**config.mk**
```make
export PLATFORM = sky130hd
export DESIGN_NAME = bank_switch_mapper_with_scanline_irq
export DESIGN_NICKNAME = d
export VERILOG_FILES = /design/src/hw/rtl/bsm_pkg.sv /design/src/hw/rtl/bsm_rem.sv /design/src/hw/rtl/bsm_ctrl.sv /design/src/hw/rtl/bsm_dp.sv /design/src/hw/rtl/bank_switch_mapper_with_scanline_irq.sv
export SDC_FILE = /design/constraint.sdc
export NUM_CORES = 1
export LEC_CHECK = 0
export BUFFER_PORTS_ARGS = -buffer_cell sky130_fd_sc_hd__buf_2
export CAP_MARGIN = 20
export CORE_ASPECT_RATIO = 1.4
export CORE_MARGIN = 2
export CORE_UTILIZATION = 55
export CTS_CLUSTER_SIZE = 28
export DETAILED_ROUTE_END_ITERATION = 10
export PLACE_DENSITY = 0.74
export SYNTH_ARGS = -nofsm -noshare
export SYNTH_HDL_FRONTEND = slang
export SYNTH_HIERARCHICAL = 1
export SYNTH_SLANG_ARGS = --single-unit
```
**constraint.sdc**
```tcl
create_clock -name clk -period 6.49 [get_ports clk]
set_input_delay 1.298 -clock clk [delete_from_list [all_inputs] [get_ports clk]]
set_output_delay 1.298 -clock clk [all_outputs]
set_load 0.1 [all_outputs]
```
**src/hw/rtl/bsm_pkg.sv**
```systemverilog
`default_nettype none

package bsm_pkg;

  // Offset widths of the mapped windows (defaults for the top level parameters)
  localparam int PRG_OFFSET_BITS_DEF = 19;
  localparam int CHR_OFFSET_BITS_DEF = 18;

  localparam int OFFSET_W    = 19;
  localparam int BANK_W      = 8;
  localparam int PRG_IDX_W   = 6;
  localparam int PRG_N_W     = 7;
  localparam int CHR_N_W     = 9;
  localparam int CFG_INDEX_W = 2;
  localparam int CFG_DATA_W  = 9;

  // Command codes of a request word
  localparam logic [1:0] CMD_READ  = 2'd0;
  localparam logic [1:0] CMD_WRITE = 2'd1;
  localparam logic [1:0] CMD_VIDEO = 2'd2;
  localparam logic [1:0] CMD_NOP   = 2'd3;

  // Target codes of a response word
  localparam logic [1:0] TGT_NONE = 2'd0;
  localparam logic [1:0] TGT_CHR  = 2'd1;
  localparam logic [1:0] TGT_PRG  = 2'd2;
  localparam logic [1:0] TGT_SRAM = 2'd3;

  // Configuration register indexes
  localparam logic [CFG_INDEX_W-1:0] CFG_PRG_BANK_COUNT = 2'd0;
  localparam logic [CFG_INDEX_W-1:0] CFG_CHR_BANK_COUNT = 2'd1;

  localparam logic [PRG_N_W-1:0] PRG_N_MIN   = 7'd2;
  localparam logic [PRG_N_W-1:0] PRG_N_MAX   = 7'd64;
  localparam logic [CHR_N_W-1:0] CHR_N_MIN   = 9'd8;
  localparam logic [CHR_N_W-1:0] CHR_N_MAX   = 9'd256;

  // Scanline counter clocking window
  localparam logic [8:0] IRQ_DOT      = 9'd280;
  localparam logic [8:0] VBLANK_FIRST = 9'd240;
  localparam logic [8:0] VBLANK_LAST  = 9'd260;

  // Fixed program banks: second to last and last
  localparam logic [BANK_W-1:0] PRG_BANK_SECOND_LAST = 8'hFE;
  localparam logic [BANK_W-1:0] PRG_BANK_LAST        = 8'hFF;

  // Bank index sweep: 8 character entries, then 4 program entries
  localparam int ENTRY_W   = 4;
  localparam int STEP_W    = 4;
  localparam int DIV_STEPS = BANK_W;
  localparam logic [ENTRY_W-1:0] ENTRY_LAST = 4'd11;
  localparam logic [STEP_W-1:0]  STEP_STORE = STEP_W'(DIV_STEPS + 1);

  typedef struct packed {
    logic [1:0]  command;
    logic [15:0] address;
    logic [7:0]  value;
    logic [8:0]  ppu_cycle;
    logic [8:0]  scanline;
    logic        show_background;
    logic        show_sprites;
  } req_word_t;

  typedef struct packed {
    logic [1:0]          target;
    logic [OFFSET_W-1:0] mapped_offset;
    logic                write_strobe;
    logic                irq_pulse;
    logic                mirror_horizontal;
  } rsp_word_t;

  typedef struct packed {
    logic               item_load;
    logic               cfg_write;
    logic               exec;
    logic               rem_load;
    logic               rem_step;
    logic               rem_store;
    logic [ENTRY_W-1:0] entry;
  } ctrl_cmd_t;

  typedef struct packed {
    logic bank_write;
    logic rsp_free;
  } dp_status_t;

endpackage

`default_nettype wire

```
**src/hw/rtl/bsm_rem.sv**
```systemverilog
`default_nettype none

module bsm_rem (
  input  wire logic                       clk,
  input  wire logic                       load,
  input  wire logic                       step,
  input  wire logic [bsm_pkg::BANK_W-1:0] operand,
  input  wire logic [bsm_pkg::CHR_N_W-1:0] divisor,
  output logic [bsm_pkg::BANK_W-1:0]      bank_idx
);
  import bsm_pkg::*;

  logic                 neg;
  logic [BANK_W-1:0]    mag;
  logic [CHR_N_W-1:0]   rem;
  logic [CHR_N_W-1:0]   div;
  logic [CHR_N_W:0]     trial;

  // One quotient bit per step, restoring form on the magnitude
  assign trial = {rem, mag[BANK_W-1]};

  always_ff @(posedge clk) begin
    if (load) begin
      neg <= operand[BANK_W-1];
      mag <= operand[BANK_W-1] ? BANK_W'(-operand) : operand;
      rem <= '0;
      div <= divisor;
    end else if (step) begin
      mag <= {mag[BANK_W-2:0], 1'b0};
      if (trial >= {1'b0, div}) begin
        rem <= CHR_N_W'(trial - {1'b0, div});
      end else begin
        rem <= trial[CHR_N_W-1:0];
      end
    end
  end

  // Negative remainder wraps by one full memory length
  always_comb begin
    if (neg && (rem != '0)) begin
      bank_idx = BANK_W'(div - rem);
    end else begin
      bank_idx = rem[BANK_W-1:0];
    end
  end

endmodule

`default_nettype wire

```
**src/hw/rtl/bsm_ctrl.sv**
```systemverilog
`default_nettype none

module bsm_ctrl (
  input  wire logic                clk,
  input  wire logic                rst,
  input  wire logic                req_valid,
  output logic                     req_stall,
  input  wire logic                cfg_valid,
  output logic                     cfg_ready,
  input  wire bsm_pkg::dp_status_t status,
  output bsm_pkg::ctrl_cmd_t       cmd
);
  import bsm_pkg::*;

  typedef enum logic [1:0] {
    S_SWEEP,
    S_IDLE,
    S_EXEC
  } state_t;

  state_t             state;
  logic [ENTRY_W-1:0] entry;
  logic [STEP_W-1:0]  step;

  always_ff @(posedge clk) begin
    if (rst) begin
      state <= S_SWEEP;
      entry <= '0;
      step  <= '0;
    end else begin
      unique case (state)
        S_SWEEP: begin
          if (step == STEP_STORE) begin
            step <= '0;
            if (entry == ENTRY_LAST) begin
              entry <= '0;
              state <= S_IDLE;
            end else begin
              entry <= entry + 1'b1;
            end
          end else begin
            step <= step + 1'b1;
          end
        end
        S_IDLE: begin
          if (cfg_valid) begin
            state <= S_SWEEP;
          end else if (req_valid) begin
            state <= S_EXEC;
          end
        end
        S_EXEC: begin
          if (status.rsp_free) begin
            state <= status.bank_write ? S_SWEEP : S_IDLE;
          end
        end
        default: state <= S_IDLE;
      endcase
    end
  end

  assign cfg_ready = (state == S_IDLE);
  assign req_stall = (state != S_IDLE) || cfg_valid;

  always_comb begin
    cmd           = '0;
    cmd.entry     = entry;
    cmd.cfg_write = (state == S_IDLE) && cfg_valid;
    cmd.item_load = (state == S_IDLE) && !cfg_valid && req_valid;
    cmd.exec      = (state == S_EXEC) && status.rsp_free;
    cmd.rem_load  = (state == S_SWEEP) && (step == '0);
    cmd.rem_step  = (state == S_SWEEP) && (step != '0) && (step != STEP_STORE);
    cmd.rem_store = (state == S_SWEEP) && (step == STEP_STORE);
  end

endmodule

`default_nettype wire

```
**src/hw/rtl/bsm_dp.sv**
```systemverilog
`default_nettype none

module bsm_dp #(
  parameter int PRG_OFFSET_BITS = bsm_pkg::PRG_OFFSET_BITS_DEF,
  parameter int CHR_OFFSET_BITS = bsm_pkg::CHR_OFFSET_BITS_DEF
) (
  input  wire logic                           clk,
  input  wire logic                           rst,
  input  wire bsm_pkg::ctrl_cmd_t             cmd,
  output bsm_pkg::dp_status_t                 status,
  input  wire bsm_pkg::req_word_t             req_word,
  input  wire logic [bsm_pkg::CFG_INDEX_W-1:0] cfg_index,
  input  wire logic [bsm_pkg::CFG_DATA_W-1:0]  cfg_data,
  output logic                                rsp_valid,
  input  wire logic                           rsp_stall,
  output bsm_pkg::rsp_word_t                  rsp_word
);
  import bsm_pkg::*;

  req_word_t            item;
  logic [PRG_N_W-1:0]   prg_n;
  logic [CHR_N_W-1:0]   chr_n;
  logic [2:0]           bank_sel;
  logic                 prg_mode;
  logic                 chr_mode;
  logic [BANK_W-1:0]    bank_val [8];
  logic [BANK_W-1:0]    irq_reload;
  logic [BANK_W-1:0]    irq_counter;
  logic                 irq_en;
  logic                 mirror;

  // Bank indexes after wrap; character in pair order, program as r6, r7, -2, -1
  logic [BANK_W-1:0]    chr_idx [8];
  logic [PRG_IDX_W-1:0] prg_idx [4];

  logic [BANK_W-1:0]    rem_operand;
  logic [CHR_N_W-1:0]   rem_divisor;
  logic [BANK_W-1:0]    rem_idx;

  rsp_word_t            res;
  logic [2:0]           bank_sel_next;
  logic                 prg_mode_next;
  logic                 chr_mode_next;
  logic                 bank_we;
  logic [BANK_W-1:0]    irq_reload_next;
  logic [BANK_W-1:0]    irq_counter_next;
  logic                 irq_en_next;
  logic                 mirror_next;
  logic [2:0]           chr_slot;
  logic [1:0]           prg_slot;
  logic [CHR_OFFSET_BITS-1:0] chr_win;
  logic [PRG_OFFSET_BITS-1:0] prg_win;
  logic                 counted;
  logic [PRG_N_W-1:0]   prg_cfg;
  logic [CHR_N_W-1:0]   chr_cfg;

  bsm_rem u_rem (
    .clk      (clk),
    .load     (cmd.rem_load),
    .step     (cmd.rem_step),
    .operand  (rem_operand),
    .divisor  (rem_divisor),
    .bank_idx (rem_idx)
  );

  always_comb begin
    unique case (cmd.entry)
      4'd0:    rem_operand = bank_val[0] & 8'hFE;
      4'd1:    rem_operand = bank_val[0] | 8'h01;
      4'd2:    rem_operand = bank_val[1] & 8'hFE;
      4'd3:    rem_operand = bank_val[1] | 8'h01;
      4'd4:    rem_operand = bank_val[2];
      4'd5:    rem_operand = bank_val[3];
      4'd6:    rem_operand = bank_val[4];
      4'd7:    rem_operand = bank_val[5];
      4'd8:    rem_operand = bank_val[6];
      4'd9:    rem_operand = bank_val[7];
      4'd10:   rem_operand = PRG_BANK_SECOND_LAST;
      4'd11:   rem_operand = PRG_BANK_LAST;
      default: rem_operand = '0;
    endcase
    rem_divisor = cmd.entry[3] ? CHR_N_W'(prg_n) : chr_n;
  end

  // Saturate bank counts into the used range
  always_comb begin
    prg_cfg = cfg_data[PRG_N_W-1:0];
    if (prg_cfg < PRG_N_MIN) begin
      prg_cfg = PRG_N_MIN;
    end else if (prg_cfg > PRG_N_MAX) begin
      prg_cfg = PRG_N_MAX;
    end
    chr_cfg = cfg_data;
    if (chr_cfg < CHR_N_MIN) begin
      chr_cfg = CHR_N_MIN;
    end else if (chr_cfg > CHR_N_MAX) begin
      chr_cfg = CHR_N_MAX;
    end
  end

  // Window selection follows the mode bits
  assign chr_slot = {item.address[12] ^ chr_mode, item.address[11:10]};
  assign prg_slot = item.address[13] ? item.address[14:13]
                                     : {item.address[14] ^ prg_mode, 1'b0};
  assign chr_win  = CHR_OFFSET_BITS'({chr_idx[chr_slot], 10'b0});
  assign prg_win  = PRG_OFFSET_BITS'({prg_idx[prg_slot], 13'b0});
  assign counted  = (item.ppu_cycle == IRQ_DOT)
                 && !((item.scanline >= VBLANK_FIRST) && (item.scanline <= VBLANK_LAST))
                 && (item.show_background || item.show_sprites);

  always_comb begin
    res              = '0;
    bank_sel_next    = bank_sel;
    prg_mode_next    = prg_mode;
    chr_mode_next    = chr_mode;
    bank_we          = 1'b0;
    irq_reload_next  = irq_reload;
    irq_counter_next = irq_counter;
    irq_en_next      = irq_en;
    mirror_next      = mirror;
    unique case (item.command)
      CMD_READ, CMD_WRITE: begin
        priority if (item.address < 16'h2000) begin
          res.target        = TGT_CHR;
          res.mapped_offset = OFFSET_W'(chr_win) + OFFSET_W'(item.address[9:0]);
          res.write_strobe  = (item.command == CMD_WRITE);
        end else if (item.address[15]) begin
          if (item.command == CMD_WRITE) begin
            unique case (item.address[14:13])
              2'b00: begin
                if (!item.address[0]) begin
                  prg_mode_next = item.value[6];
                  chr_mode_next = item.value[7];
                  bank_sel_next = item.value[2:0];
                end else begin
                  bank_we = 1'b1;
                end
              end
              2'b01: begin
                if (!item.address[0]) begin
                  mirror_next = item.value[0];
                end
              end
              2'b10: begin
                if (!item.address[0]) begin
                  irq_reload_next = item.value;
                end else begin
                  irq_counter_next = '0;
                end
              end
              default: irq_en_next = item.address[0];
            endcase
          end else begin
            res.target        = TGT_PRG;
            res.mapped_offset = OFFSET_W'(prg_win) + OFFSET_W'(item.address[12:0]);
          end
        end else if (item.address >= 16'h6000) begin
          res.target        = TGT_SRAM;
          res.mapped_offset = OFFSET_W'(item.address[12:0]);
          res.write_strobe  = (item.command == CMD_WRITE);
        end else begin
          // Unmapped hole between the character space and save RAM
          res.target = TGT_NONE;
        end
      end
      CMD_VIDEO: begin
        if (counted) begin
          if (irq_counter == '0) begin
            irq_counter_next = irq_reload;
          end else begin
            irq_counter_next = irq_counter - 1'b1;
            res.irq_pulse    = (irq_counter == 8'd1) && irq_en;
          end
        end
      end
      default: ;
    endcase
    res.mirror_horizontal = mirror_next;
  end

  assign status.bank_write = (item.command == CMD_WRITE) && item.address[15]
                          && (item.address[14:13] == 2'b00) && item.address[0];
  assign status.rsp_free   = !rsp_valid || !rsp_stall;

  // Mapper state
  always_ff @(posedge clk) begin
    if (rst) begin
      prg_n       <= PRG_N_MIN;
      chr_n       <= CHR_N_MIN;
      bank_sel    <= '0;
      prg_mode    <= 1'b0;
      chr_mode    <= 1'b0;
      irq_reload  <= '0;
      irq_counter <= '0;
      irq_en      <= 1'b0;
      mirror      <= 1'b0;
      for (int i = 0; i < 8; i++) begin
        bank_val[i] <= '0;
      end
    end else begin
      if (cmd.cfg_write) begin
        unique case (cfg_index)
          CFG_PRG_BANK_COUNT: prg_n <= prg_cfg;
          CFG_CHR_BANK_COUNT: chr_n <= chr_cfg;
          default: ;
        endcase
      end
      if (cmd.exec) begin
        bank_sel    <= bank_sel_next;
        prg_mode    <= prg_mode_next;
        chr_mode    <= chr_mode_next;
        irq_reload  <= irq_reload_next;
        irq_counter <= irq_counter_next;
        irq_en      <= irq_en_next;
        mirror      <= mirror_next;
        if (bank_we) begin
          bank_val[bank_sel] <= item.value;
        end
      end
    end
  end

  // Item capture and bank index store
  always_ff @(posedge clk) begin
    if (cmd.item_load) begin
      item <= req_word;
    end
    if (cmd.rem_store) begin
      if (cmd.entry[3]) begin
        prg_idx[cmd.entry[1:0]] <= rem_idx[PRG_IDX_W-1:0];
      end else begin
        chr_idx[cmd.entry[2:0]] <= rem_idx;
      end
    end
  end

  // Response register
  always_ff @(posedge clk) begin
    if (rst) begin
      rsp_valid <= 1'b0;
    end else if (cmd.exec) begin
      rsp_valid <= 1'b1;
    end else if (!rsp_stall) begin
      rsp_valid <= 1'b0;
    end
  end

  always_ff @(posedge clk) begin
    if (cmd.exec) begin
      rsp_word <= res;
    end
  end

endmodule

`default_nettype wire

```
**src/hw/rtl/bank_switch_mapper_with_scanline_irq.sv**
```systemverilog
// Bank-switching memory mapper with scanline interrupt counter. Each request word
// is a bus read, a bus write, a video step or a no-op; each yields exactly one
// response word with target memory, mapped byte offset, write strobe, IRQ pulse
// and the current mirroring. A word is accepted into the item register, then
// executed into the response register once that is free; the response register
// holds a finished word while the next request is accepted. Bank counts may be
// 2 to 64 program and 8 to 256 character banks, so each window's bank index is a
// signed remainder by the count, worked out by a shared remainder unit one
// quotient bit per cycle in a sweep over all 12 windows. The sweep runs after
// reset, after every configuration write and after every bank data write (odd
// address in 0x8000..0x9FFF); no request is accepted meanwhile. Bank select
// writes set mode bits and the next bank data target, and cost no sweep.
// Configuration writes are taken only while idle and win over a request
// presented in the same cycle. The external memories are not part of this block.
`default_nettype none

module bank_switch_mapper_with_scanline_irq #(
  parameter int PRG_OFFSET_BITS = bsm_pkg::PRG_OFFSET_BITS_DEF,
  parameter int CHR_OFFSET_BITS = bsm_pkg::CHR_OFFSET_BITS_DEF
) (
  input  wire logic                            clk,
  input  wire logic                            rst,
  // request channel
  input  wire logic                            req_valid,
  output logic                                 req_stall,
  input  wire bsm_pkg::req_word_t              req_word,
  // response channel
  output logic                                 rsp_valid,
  input  wire logic                            rsp_stall,
  output bsm_pkg::rsp_word_t                   rsp_word,
  // configuration write channel
  input  wire logic                            cfg_valid,
  output logic                                 cfg_ready,
  input  wire logic [bsm_pkg::CFG_INDEX_W-1:0] cfg_index,
  input  wire logic [bsm_pkg::CFG_DATA_W-1:0]  cfg_data
);
  import bsm_pkg::*;

  ctrl_cmd_t  cmd;
  dp_status_t status;

  // Sequence accept, execute and the remainder sweep
  bsm_ctrl u_ctrl (
    .clk       (clk),
    .rst       (rst),
    .req_valid (req_valid),
    .req_stall (req_stall),
    .cfg_valid (cfg_valid),
    .cfg_ready (cfg_ready),
    .status    (status),
    .cmd       (cmd)
  );

  // Hold mapper registers, window indexes and the response register
  bsm_dp #(
    .PRG_OFFSET_BITS (PRG_OFFSET_BITS),
    .CHR_OFFSET_BITS (CHR_OFFSET_BITS)
  ) u_dp (
    .clk       (clk),
    .rst       (rst),
    .cmd       (cmd),
    .status    (status),
    .req_word  (req_word),
    .cfg_index (cfg_index),
    .cfg_data  (cfg_data),
    .rsp_valid (rsp_valid),
    .rsp_stall (rsp_stall),
    .rsp_word  (rsp_word)
  );

endmodule

`default_nettype wire

```
==> impl.org <==
** Placed design
- The congestion estimate from routability-driven global placement came to 0.8496.
- HPWL Detailed :: 18460 µm
- Input and output buffers added on the ports amount to 88.
- After detailed placement, the total cell area comes to 14030 µm².
- Once placement completed, the tool counted placed cells totaling 1393.

** Power and ir drop
- Share of total power in sequential cells :: 49.3%
- Part of the power in combinational logic :: 12.7%
- VDD IR max :: 0.2437 mV
- Cell Pwr Density :: ~300 nW/µm²
- Int Power :: 0.003513 W
- Sw frac :: a little under a quarter
- Leakage power figure :: ~5.4 nW
- Part of the total power dissipated in the clock network :: 38.0%
- P_sw :: 0.001061 W

** Clock tree
- CTS tree :: yes
- Clock latency on the worst-skew pair, taken at its later pin, is 0.55 ns.
- Resized Gates After CTS :: 0
- The tree built by TritonCTS fans out to 297 sinks.
- Clock transition at the register clock pins on the worst setup and hold paths after CTS :: 0.06 ns
- Number of post-CTS setup repair buffers :: 0
- Max clock buf depth :: 3
- Clock tree synthesis inserted a total of 27 buffers.
- Post-cts hold buffer count :: 0
- In this run the number of H-tree levels came out at 1.
- The tree is rooted in a sky130_fd_sc_hd__clkbuf_16.

** Run status
- Outcome :: finished clean

** Routing
- For this block, the via count after detailed routing is between 8000 and 9000.
- Dividing the detail-routed via count by the number of cells gives between 5 and 6.
- Total routed wirelength :: 26730 µm
- The first routing iteration left between 600 and 700 violations.
- ANT nets after route :: 0
- Routed wirelength normalized by instance count :: 18.46 µm
- The first detailed-routing pass ran for 5 iterations.
- DRC violations left :: 0

** Timing
- Share of the clock period used by the worst path :: 56.43%
- Adding up every negative setup slack in the final design gives 0 ns.
- The clock period could shrink to 3.662 ns.
- For the pin with the worst max-slew slack, the measured transition is 1.071 ns.
- The final-report hold violation count is 0.
- The worst pin sits at a relative slew slack of 28.37%.
- Between clock sinks in the finished design, the worst skew comes to 0.02784 ns.
- Setup repair after global routing left no endpoint under its margin.
- Based on the critical path, the design can be clocked at up to 273.1 MHz.
- Number of setup violations in the final report :: 0
- The total count of max-transition violations in the final report came to 0.

** Synthesis
- By area the synthesized netlist is led by sky130_fd_sc_hd__edfxtp_1, sky130_fd_sc_hd__dfxtp_1, sky130_fd_sc_hd__mux2i_1, sky130_fd_sc_hd__and2_1, sky130_fd_sc_hd__mux4_2.
- Parity-gate share of the synthesized area counting xor and xnor cells :: 1.713%
- Of all flip-flops after synthesis, the portion carrying an async set or reset was 0%.
- After synthesis, the share of cell area in mux cells is 8.640%.
- Counting every net in the synthesized netlist gives 1111.
- Number of synthesized register bits :: 297
- Of the total synthesized cell area, the portion taken by full adders, half adders and majority gates is 2.278%.
- Dominant combinational cell family by area after synthesis :: simple AND/OR/NAND/NOR gates
- Summing the areas of all compound-gate instances in the mapped netlist gives 8.574% of the synthesized area.
- Summing every instance area after synthesis gives 13290 µm².
- In this run the mean area of a mapped cell was 12.96 µm².
- The commonest cells after synthesis are sky130_fd_sc_hd__edfxtp_1, sky130_fd_sc_hd__nor2_1, sky130_fd_sc_hd__and2_1.
- Seq/Total Area, Yosys :: 62.64%
- The most used flip-flop cell after synthesis is sky130_fd_sc_hd__edfxtp_1.
- The synthesized design contains around 240 enable-type register cells.
- The synthesized design devotes to its leading area cell type 53.76% of total area.
- Yosys printed 6 warnings.
- Library cell with the largest summed area after synthesis :: sky130_fd_sc_hd__edfxtp_1
- sky130_fd_sc_hd__edfxtp_1 is the most common cell in the netlist.
- Distinct cells, synth :: 72
- Summing the areas of all and, or, nand and nor instances in the mapped netlist gives between 10% and 20% of the synthesized area.
- Cell count after synthesis :: 1026

** Final layout
- For this run, the number of standard cells in the final layout without fillers is 1448.
- Cells fill 63.18% of the core in the end.
- Final design instance area without fill :: 15040 µm²
- Share of cells above drive strength 1 :: 18.84%
- From synthesis to final layout, the design area changed by 13.15%.
- In the final design database the tool counted 1200 nets.

** GRT
- Vias in the first global route :: 8143
- Pin count of the biggest net entering global routing :: 54
- Global routing consumed, over all layers together, 21.25% of the routing resources.
- First-pass GRT wire length :: 42390 µm
- Antenna violations before repair :: 2
- Total gr overflow :: 0

** Setup path
- Register-to-register setup slack :: 3.23 ns
- STA classifies the critical path startpoint as an input pin.
- Worst Path Max Fanout :: 4
- The critical path is of the input pin to primary output type.
- Data on the critical path arrives at its endpoint at 2.36 ns.
- The worst setup path is captured at a primary output.
- For the worst setup path, the data required time is 5.19 ns.

** Floorplan
- The floorplan step set the die height to 188.0 µm.
- Initial core utilization :: 55.84%
- Overall die width :: 135.4 µm
- The floorplan step defined a die boundary enclosing between 20000 and 30000 µm².
- Top-level port count :: a little under 90
- Floorplan row count :: between 60 and 70
- CORE AREA :: approximately 24000 µm²

** Min path
- In this run the worst hold path is classified as flop to flop.

** Job
- Number of maximum-capacitance violations :: 0
==> sequential cells by signal, indices dropped and copies added, names as in the netlist, 7 cells and up <==
name,cells
u_dp/bank_val,62
u_dp/chr_idx,64
u_dp/chr_n,9
u_dp/irq_counter,8
u_dp/irq_reload,8
u_dp/item,44
u_dp/prg_idx,24
u_dp/prg_n,7
u_dp/rsp_word,24
u_dp/u_rem/div,9
u_dp/u_rem/mag,8
u_dp/u_rem/rem,9
==> critical path, stage by stage <==
cell and delay (ns):
sky130_fd_sc_hd__buf_2 0.12, sky130_fd_sc_hd__nor3b_1 0.54, sky130_fd_sc_hd__inv_1 0.09, sky130_fd_sc_hd__buf_2 0.31
==> kinds of logic (layout without fill, tap and decap cells) <==
group,after synthesis,after routing
adder cells (fa/ha/maj),23,23
buffers and inverters,80,190
other,0,2
AO/OA/AOI/OAI,175,175
XOR/XNOR,26,26
AND/OR/NAND/NOR,336,336
flip-flops,297,297
multiplexers,89,89
==> power groups by stage <==
stage,combinational [W],clock (W),sequential (W)
2_1_floorplan,0.000432,0,0.00228
3_3_place_gp,0.000555,0,0.00230
3_5_place_dp,0.000570,0,0.00230
4_1_cts,0.000573,0.00177,0.00226
5_1_grt,0.000650,0.00184,0.00226
6_report,0.000582,0.00174,0.00225
==> path summary, 6_finish.rpt <==
path	startpoint	end	cells past startpoint
min	u_dp/chr_n[7]$_SDFFE_PP0P_	u_dp/chr_n[7]$_SDFFE_PP0P_	2
min reg2reg	u_dp/chr_n[7]$_SDFFE_PP0P_	u_dp/chr_n[7]$_SDFFE_PP0P_	2
max reg2reg	u_dp/u_rem/mag[7]$_DFFE_PP_	u_dp/u_rem/rem[0]$_SDFFE_PP0P_	10
max	cfg_valid	req_stall	4
==> area by class of cell <==
class | instances | area, µm²
fillers | 1789 | 8766
well taps | 310 | 387.9
multi-input cells | 649 | 4643
repair buffers | 103 | 550.5
diodes | 2 | 5.005
flip-flops and latches | 297 | 8328
clock inverters | 15 | 262.8
clock buffers | 35 | 725.7
inverters | 37 | 138.9
==> placed cells by master, fill, tap and decap left out, drive strengths merged, types with 4 or more instances in the layout <==
master,instances
mux2i,45
a21o,8
nor2,100
bufinv,7
or4,7
o21ai,44
nand2,39
or3,9
mux2,26
nor4,4
nand4,4
a21oi,48
nand4b,5
xnor2,11
a22oi,11
dfxtp,59
nand2b,14
or2,7
nor3,15
o211ai,8
o31ai,5
inv,38
mux4,18
nor2b,20
nand3,15
clkinv,5
ha,21
o22ai,10
a211oi,12
buf,102
nand3b,5
and2,66
xor2,15
nor3b,12
edfxtp,238
clkbuf,36
==> metrics by stage <==
| stage | power [W] | setup WS [ns] | hold slack [ns] |
|---|---|---|---|
| 3_5_place_dp | 0.002867 | 2.599 | 0.4736 |
| 2_1_floorplan | 0.002711 | 2.821 | 0.4466 |
| 5_1_grt | 0.004750 | 2.710 | 0.5070 |
| 3_3_place_gp | 0.002851 | 2.699 | 0.4653 |
| 6_report | 0.004573 | 2.828 | 0.4888 |
| 4_1_cts | 0.004598 | 2.828 | 0.4902 |
==> metal layers <==
layer | track usage [%] | up-vias | part of all wire, %
met2 | 38.05 | 230 | 53
met1 | 25.54 | 3970 | 38
met4 | 9.375 | 0 | 3.8
met5 | 0 | - | 0
met3 | 2.595 | 75 | 4.4
li1 | - | 3997 | -
(Power assumes the default switching activity.)
